### src/rtl/core/session_table_lru_ttl_assert.svh
// Assertion macros used by the session table datapath.
// Depends on nothing; included by stl_dpath to check its own logic.
`ifndef SESSION_TABLE_LRU_TTL_ASSERT_SVH
`define SESSION_TABLE_LRU_TTL_ASSERT_SVH
// Implication checked on every rising clock edge outside reset.
`define STL_ASSERT_IMPL(label, clk, rst_n, pre, post) \
	label: assert property (@(posedge clk) disable iff (!rst_n) (pre) |-> (post)) \
		else $error("assertion failed");
// Next-cycle implication checked outside reset.
`define STL_ASSERT_NEXT(label, clk, rst_n, pre, post) \
	label: assert property (@(posedge clk) disable iff (!rst_n) (pre) |=> (post)) \
		else $error("assertion failed");
`endif

### src/rtl/core/stl_pkg.sv
// Package of the session table: types, codes and constants.
// Used by the controller, the datapath and the top level.
package stl_pkg;
	localparam int MaxEntries = 16;
	localparam logic [5:0] SweepPeriod = 6'd60;
	localparam logic [31:0] ReservedLimit = 32'd60;
	localparam logic [31:0] DefaultTtlReset = 32'd3600;

	typedef enum logic [2:0] {
		MODE_CREATE_KEYED = 3'd0,
		MODE_CREATE_RES = 3'd1,
		MODE_INSTALL = 3'd2,
		MODE_LOOKUP = 3'd3,
		MODE_REMOVE = 3'd4,
		MODE_TICK = 3'd5
	} mode_t;

	typedef enum logic [1:0] {
		ST_OK = 2'd0,
		ST_NOT_FOUND = 2'd1,
		ST_NO_KEY = 2'd2,
		ST_EXPIRED = 2'd3
	} status_t;

	typedef enum logic [0:0] {
		REG_DEFAULT_TTL = 1'd0,
		REG_REAP_ENABLE = 1'd1
	} reg_idx_t;

	typedef enum logic [2:0] {
		S_IDLE,
		S_SCAN,
		S_ACT,
		S_SWEEP,
		S_OUT
	} state_t;

	typedef struct packed {
		logic start_scan;
		logic scan_step;
		logic act;
		logic sweep_step;
		logic load_out;
	} ctrl_cmd_t;

	typedef struct packed {
		logic scan_done;
		logic need_sweep;
		logic sweep_done;
	} ctrl_sts_t;
endpackage

### src/rtl/core/stl_ctrl.sv
// Controller state machine of the session table.
// Depends on stl_pkg; drives the datapath through a command struct.
module stl_ctrl (
	input  logic                  clk,
	input  logic                  arst_n,
	input  logic                  in_fire,
	input  logic                  out_free,
	input  stl_pkg::ctrl_sts_t    sts,
	output stl_pkg::ctrl_cmd_t    cmd,
	output logic                  busy
);
	stl_pkg::state_t state_q, state_d;

	always_ff @(posedge clk or negedge arst_n) begin
		if (!arst_n) state_q <= stl_pkg::S_IDLE;
		else state_q <= state_d;
	end

	always_comb begin
		state_d = state_q;
		unique case (state_q)
			stl_pkg::S_IDLE: if (in_fire) state_d = stl_pkg::S_SCAN;
			stl_pkg::S_SCAN: if (sts.scan_done) state_d = stl_pkg::S_ACT;
			stl_pkg::S_ACT: state_d = sts.need_sweep ? stl_pkg::S_SWEEP : stl_pkg::S_OUT;
			stl_pkg::S_SWEEP: if (sts.sweep_done) state_d = stl_pkg::S_OUT;
			stl_pkg::S_OUT: if (out_free) state_d = stl_pkg::S_IDLE;
			default: state_d = stl_pkg::S_IDLE;
		endcase
	end

	always_comb begin
		cmd = '0;
		cmd.start_scan = in_fire;
		cmd.scan_step = (state_q == stl_pkg::S_SCAN);
		cmd.act = (state_q == stl_pkg::S_ACT);
		cmd.sweep_step = (state_q == stl_pkg::S_SWEEP);
		cmd.load_out = (state_q == stl_pkg::S_OUT) && out_free;
		busy = (state_q != stl_pkg::S_IDLE);
	end
endmodule

### config.mk
export PLATFORM = sky130hd
export DESIGN_NAME = stl_ctrl
export DESIGN_NICKNAME = d
export VERILOG_FILES = /design/src/rtl/core/session_table_lru_ttl_assert.svh /design/src/rtl/core/stl_pkg.sv /design/src/rtl/core/stl_ctrl.sv
export SDC_FILE = /design/constraint.sdc
export NUM_CORES = 1
export LEC_CHECK = 0
export ABC_AREA = 1
export BUFFER_PORTS_ARGS = -buffer_cell sky130_fd_sc_hd__buf_2
export CELL_PAD_IN_SITES_DETAIL_PLACEMENT = 1
export CELL_PAD_IN_SITES_GLOBAL_PLACEMENT = 1
export CORE_AREA = 2 2 39 41
export DETAILED_ROUTE_END_ITERATION = 10
export DIE_AREA = 0 0 41 43
export PLACE_DENSITY_LB_ADDON = 0.2
export SYNTH_ARGS = -nofsm -noshare
export SYNTH_HDL_FRONTEND = slang
export SYNTH_SLANG_ARGS = --single-unit
export TNS_END_PERCENT = 30
### constraint.sdc
create_clock -name clk -period 1.3 [get_ports clk]
set_input_delay 0.13 -clock clk [delete_from_list [all_inputs] [get_ports clk]]
set_output_delay 0.13 -clock clk [all_outputs]
set_load 0.05 [all_outputs]
# Word-level counts from Yosys, hierarchy flattened
# Cells that the tools add are included.
[word_totals]
wordCells = 19
output_inout_bits = 6
reg_bits = 3
[op_classes]
n_eq_ne = 8
n_reduce_logical = 4
muxes = 6
[ops]
columns = ["op", "count"]
rows = [
  ["2-to-1 mux 3 bit", 5],
  ["one-hot mux 3 bit (5 select lines)", 1],
  ["inequality test 2 bit, second input constant", 4],
  ["equality test 3 x 2 -> 1 bit, second input constant", 2],
  ["AND reduction 4 bit", 1],
  ["equality test 3 x 1 -> 1 bit, second input constant", 1],
  ["equality test 3 bit, second input constant", 1],
  ["logical NOT 3 bit", 1],
  ["nonzero test 3 bit", 1],
  ["logical AND 1 bit", 1],
]

# Logic depth before layout (Yosys ltp)
[logic_depth]
word_depth = 3
ltp_mapped = 7

# Least setup slack after synthesis
# OpenSTA, ideal clock, no wires.
[synth_path]
path_type = "reg-to-output"
startpoint = "register state_q[2]"
endpoint = "output port cmd[0] in the netlist's numbering"
path_slack_ps = -809
t_arrival_ps = 1979
stages_incl_launch_ff = 3
required_ps = 1170
cell_sequence = "dfrtp_1 -> inv_1 -> nor4_1"
[synth_rtl]
columns = ["item", "line", "text"]
rows = [
  ["start, declared", "stl_ctrl.sv:12", "stl_pkg::state_t state_q, state_d;"],
  ["start signal, assigned", "stl_ctrl.sv:15", "if (!arst_n) state_q <= stl_pkg::S_IDLE;"],
  ["start signal, assigned", "stl_ctrl.sv:16", "else state_q <= state_d;"],
  ["end, declared", "stl_ctrl.sv:9", "output stl_pkg::ctrl_cmd_t cmd,"],
]

==> metrics <==
total routed wirelength=601 µm; design area=about 400 µm²; HPWL Detailed=508 µm; most common cell after layout, fill and taps aside=nand2_1; Reg with most FFs=state_q; Cell Area, Synth=~220 µm²; largest registers=state_q: 3 flops; Max-slew headroom=between 80 and 90%; n_diodes=0; Detail Route Antenna Nets=0; post-route setup TNS=0 ps; CTS Sinks=3; Ys Warns=0; CP max stage delay=450 ps; max reg flops=3; Min Hold Slack=163 ps; worst skew pair latency=~230 ps; Critical Path Sink=cmd[0]; RSZ-0062 raised after global routing=true; Slew @ Worst Pin=247 ps; Core Footprint=0.00138 mm²; Synth Area in Adders=0%; CP max FO=5; Yosys cell types=9; Final Cycle Share=99.4%; reg2reg setup slack=between 150 and 200 ps; Max-cap violations=0; most frequent cells in the layout=15 x nand2_1, 8 x buf_2, 5 x nor2_2, 5 x inv_1; DRT iter0 DRCs=1; FF-to-FF End=state_q[2]; Fin Clk Skew=0.672 ps; Placer Congestion=0.621; Core Rows=14; Via Count=approximately 270; Initial Utilization=15.7%; r2r startpoint=state_q[0]; largest net degree at the start of global routing=7; Post-Synthesis Cells=37; CP Class=flip-flop to output port; Final nets=62; Final Max Slew Viols=0; CTS tree=yes; Clock Pin Slew Worst Setup and Hold Paths=40 ps; WP data arrival=about 1200 ps; worst setup path start=state_q[1]; Area growth syn-to-layout=78.7%; R2R depth=7; Worst Path Required=1170 ps; maximum clock path buffer count=2; first-pass GRT wire length=1020 µm; Die H=43 µm; Hold/Removal Path Class=input port to flip-flop; Yosys reg bits=3; Routed WL per cell=8.59 µm; htree depth=1; IO buf count=12; Critical Path Start Type=flip-flop; pre-CTS setup slack=90.6 ps; Pre-antenna DRT Iters=2; maximum VDD drop=0.583 mV; die width=about 41 µm; Final Hold Vio Count=0; CTS root buf=clkbuf_4; gr usage total=under 10%; share of cells above drive strength 1=approximately half; Critical Path Sink Type=output port; Max Fclk=0.774 GHz; mean post-synth cell area=a little under 6 µm²; static leakage=0.217 nW; simple-gate share of the synthesized area=47.1%; final setup vio count=0; setup ws final=8.23 ps; IO Pins=13; initial antenna violation count=0; status=completed; grt ovf=0; Via-to-Cell Ratio=3.90; total CTS buffers=3; vias in the first global route=around 260; Post-DP Area=308 µm²; DRC=0; Synth Area in XOR/XNOR=0%; largest family of logic cells by synthesized area=simple AND/OR/NAND/NOR gates; total die area=0.00176 mm²; Design Power=1.11 mW; Cell Pwr Density=2860 mW/mm²; Mapped Nets=44; mux cell area share after synthesis=0%; min Tclk post-route=1290 ps; worst path cell trace=nor4_4 -> buf_6; sequential-to-total area share from yosys stat=34.5%; highest-delay cell along the critical path=dfrtp_2; Compound-Gate Fraction of Synth Area=2.87%
[metrics by stage]
step	std cells	utilization [%]
final	70	28.1
after global routing	70	28.1
after CTS	69	26.4
after detailed placement	64	22.2
after global placement	64	22.2
after floorplan	37	-
[final cells by class]
| cell class | count | area [µm²] |
|---|---|---|
| clock buffers | 4 | 26.3 |
| fillers | 192 | 995 |
| inverters | 7 | 28.8 |
| multi-input cells | 26 | 136 |
| flip-flops and latches | 3 | 78.8 |
| well taps | 16 | 20.0 |
| repair buffers | 14 | 98.8 |
[report_power, final]
part	switching [mW]	leakage, nW	internal [mW]	total [mW]
registers	0.101	0.0346	0.146	0.247
logic	0.470	0.167	0.237	0.706
clock network	0.0446	0.0150	0.115	0.159
total	0.615	0.217	0.498	1.11
[worst min path at each step]
stage                       endpoint  startpoint  cells after the start
after floorplan           state_q[0]      arst_n                      0
after global placement    state_q[2]      arst_n                      1
after detailed placement  state_q[2]      arst_n                      1
after CTS                 state_q[1]      sts[0]                      4
after global routing      state_q[1]      sts[0]                      4
final                     state_q[1]      sts[0]                      4
[metal layers]
metal	up-vias	part of all wire, %	GRT usage [%]
li1	144	-	-
met1	123	45	11.0
met2	6	49	12.2
met3	0	5.3	1.57
met4	0	0	6.00
met5	-	0	0
[cells by family after synthesis]
group | after synthesis
AOI/OAI and AO/OA | 1
buffers and inverters | 8
DFF | 3
and+or+nand+nor | 25
[critical path: cells and delay by family, from the launching register on]
kind	cells	cell delay, ps
flops	1	450
simple gates	1	290
buf+inv	1	190
[cells in the mapped netlist]
cell type | number | share of area [%]
nor4_1 | 1 | 2.9
buf_4 | 1 | 3.4
dfrtp_1 | 3 | 34
nor2_2 | 1 | 2.9
nand2_1 | 16 | 28
nand3_1 | 3 | 6.9
o22ai_1 | 1 | 2.9
inv_1 | 7 | 12
nor2_1 | 4 | 6.9
[what timing repair did]
action,CTS,global route
setup buffers,0,1
pin swaps,0,2
resized for setup,10,8
endpoints found under the setup margin,5,5
hold endpoints to repair,3,0
gates cloned,0,0
hold buffers,1,0
(Power assumes the default switching activity.)
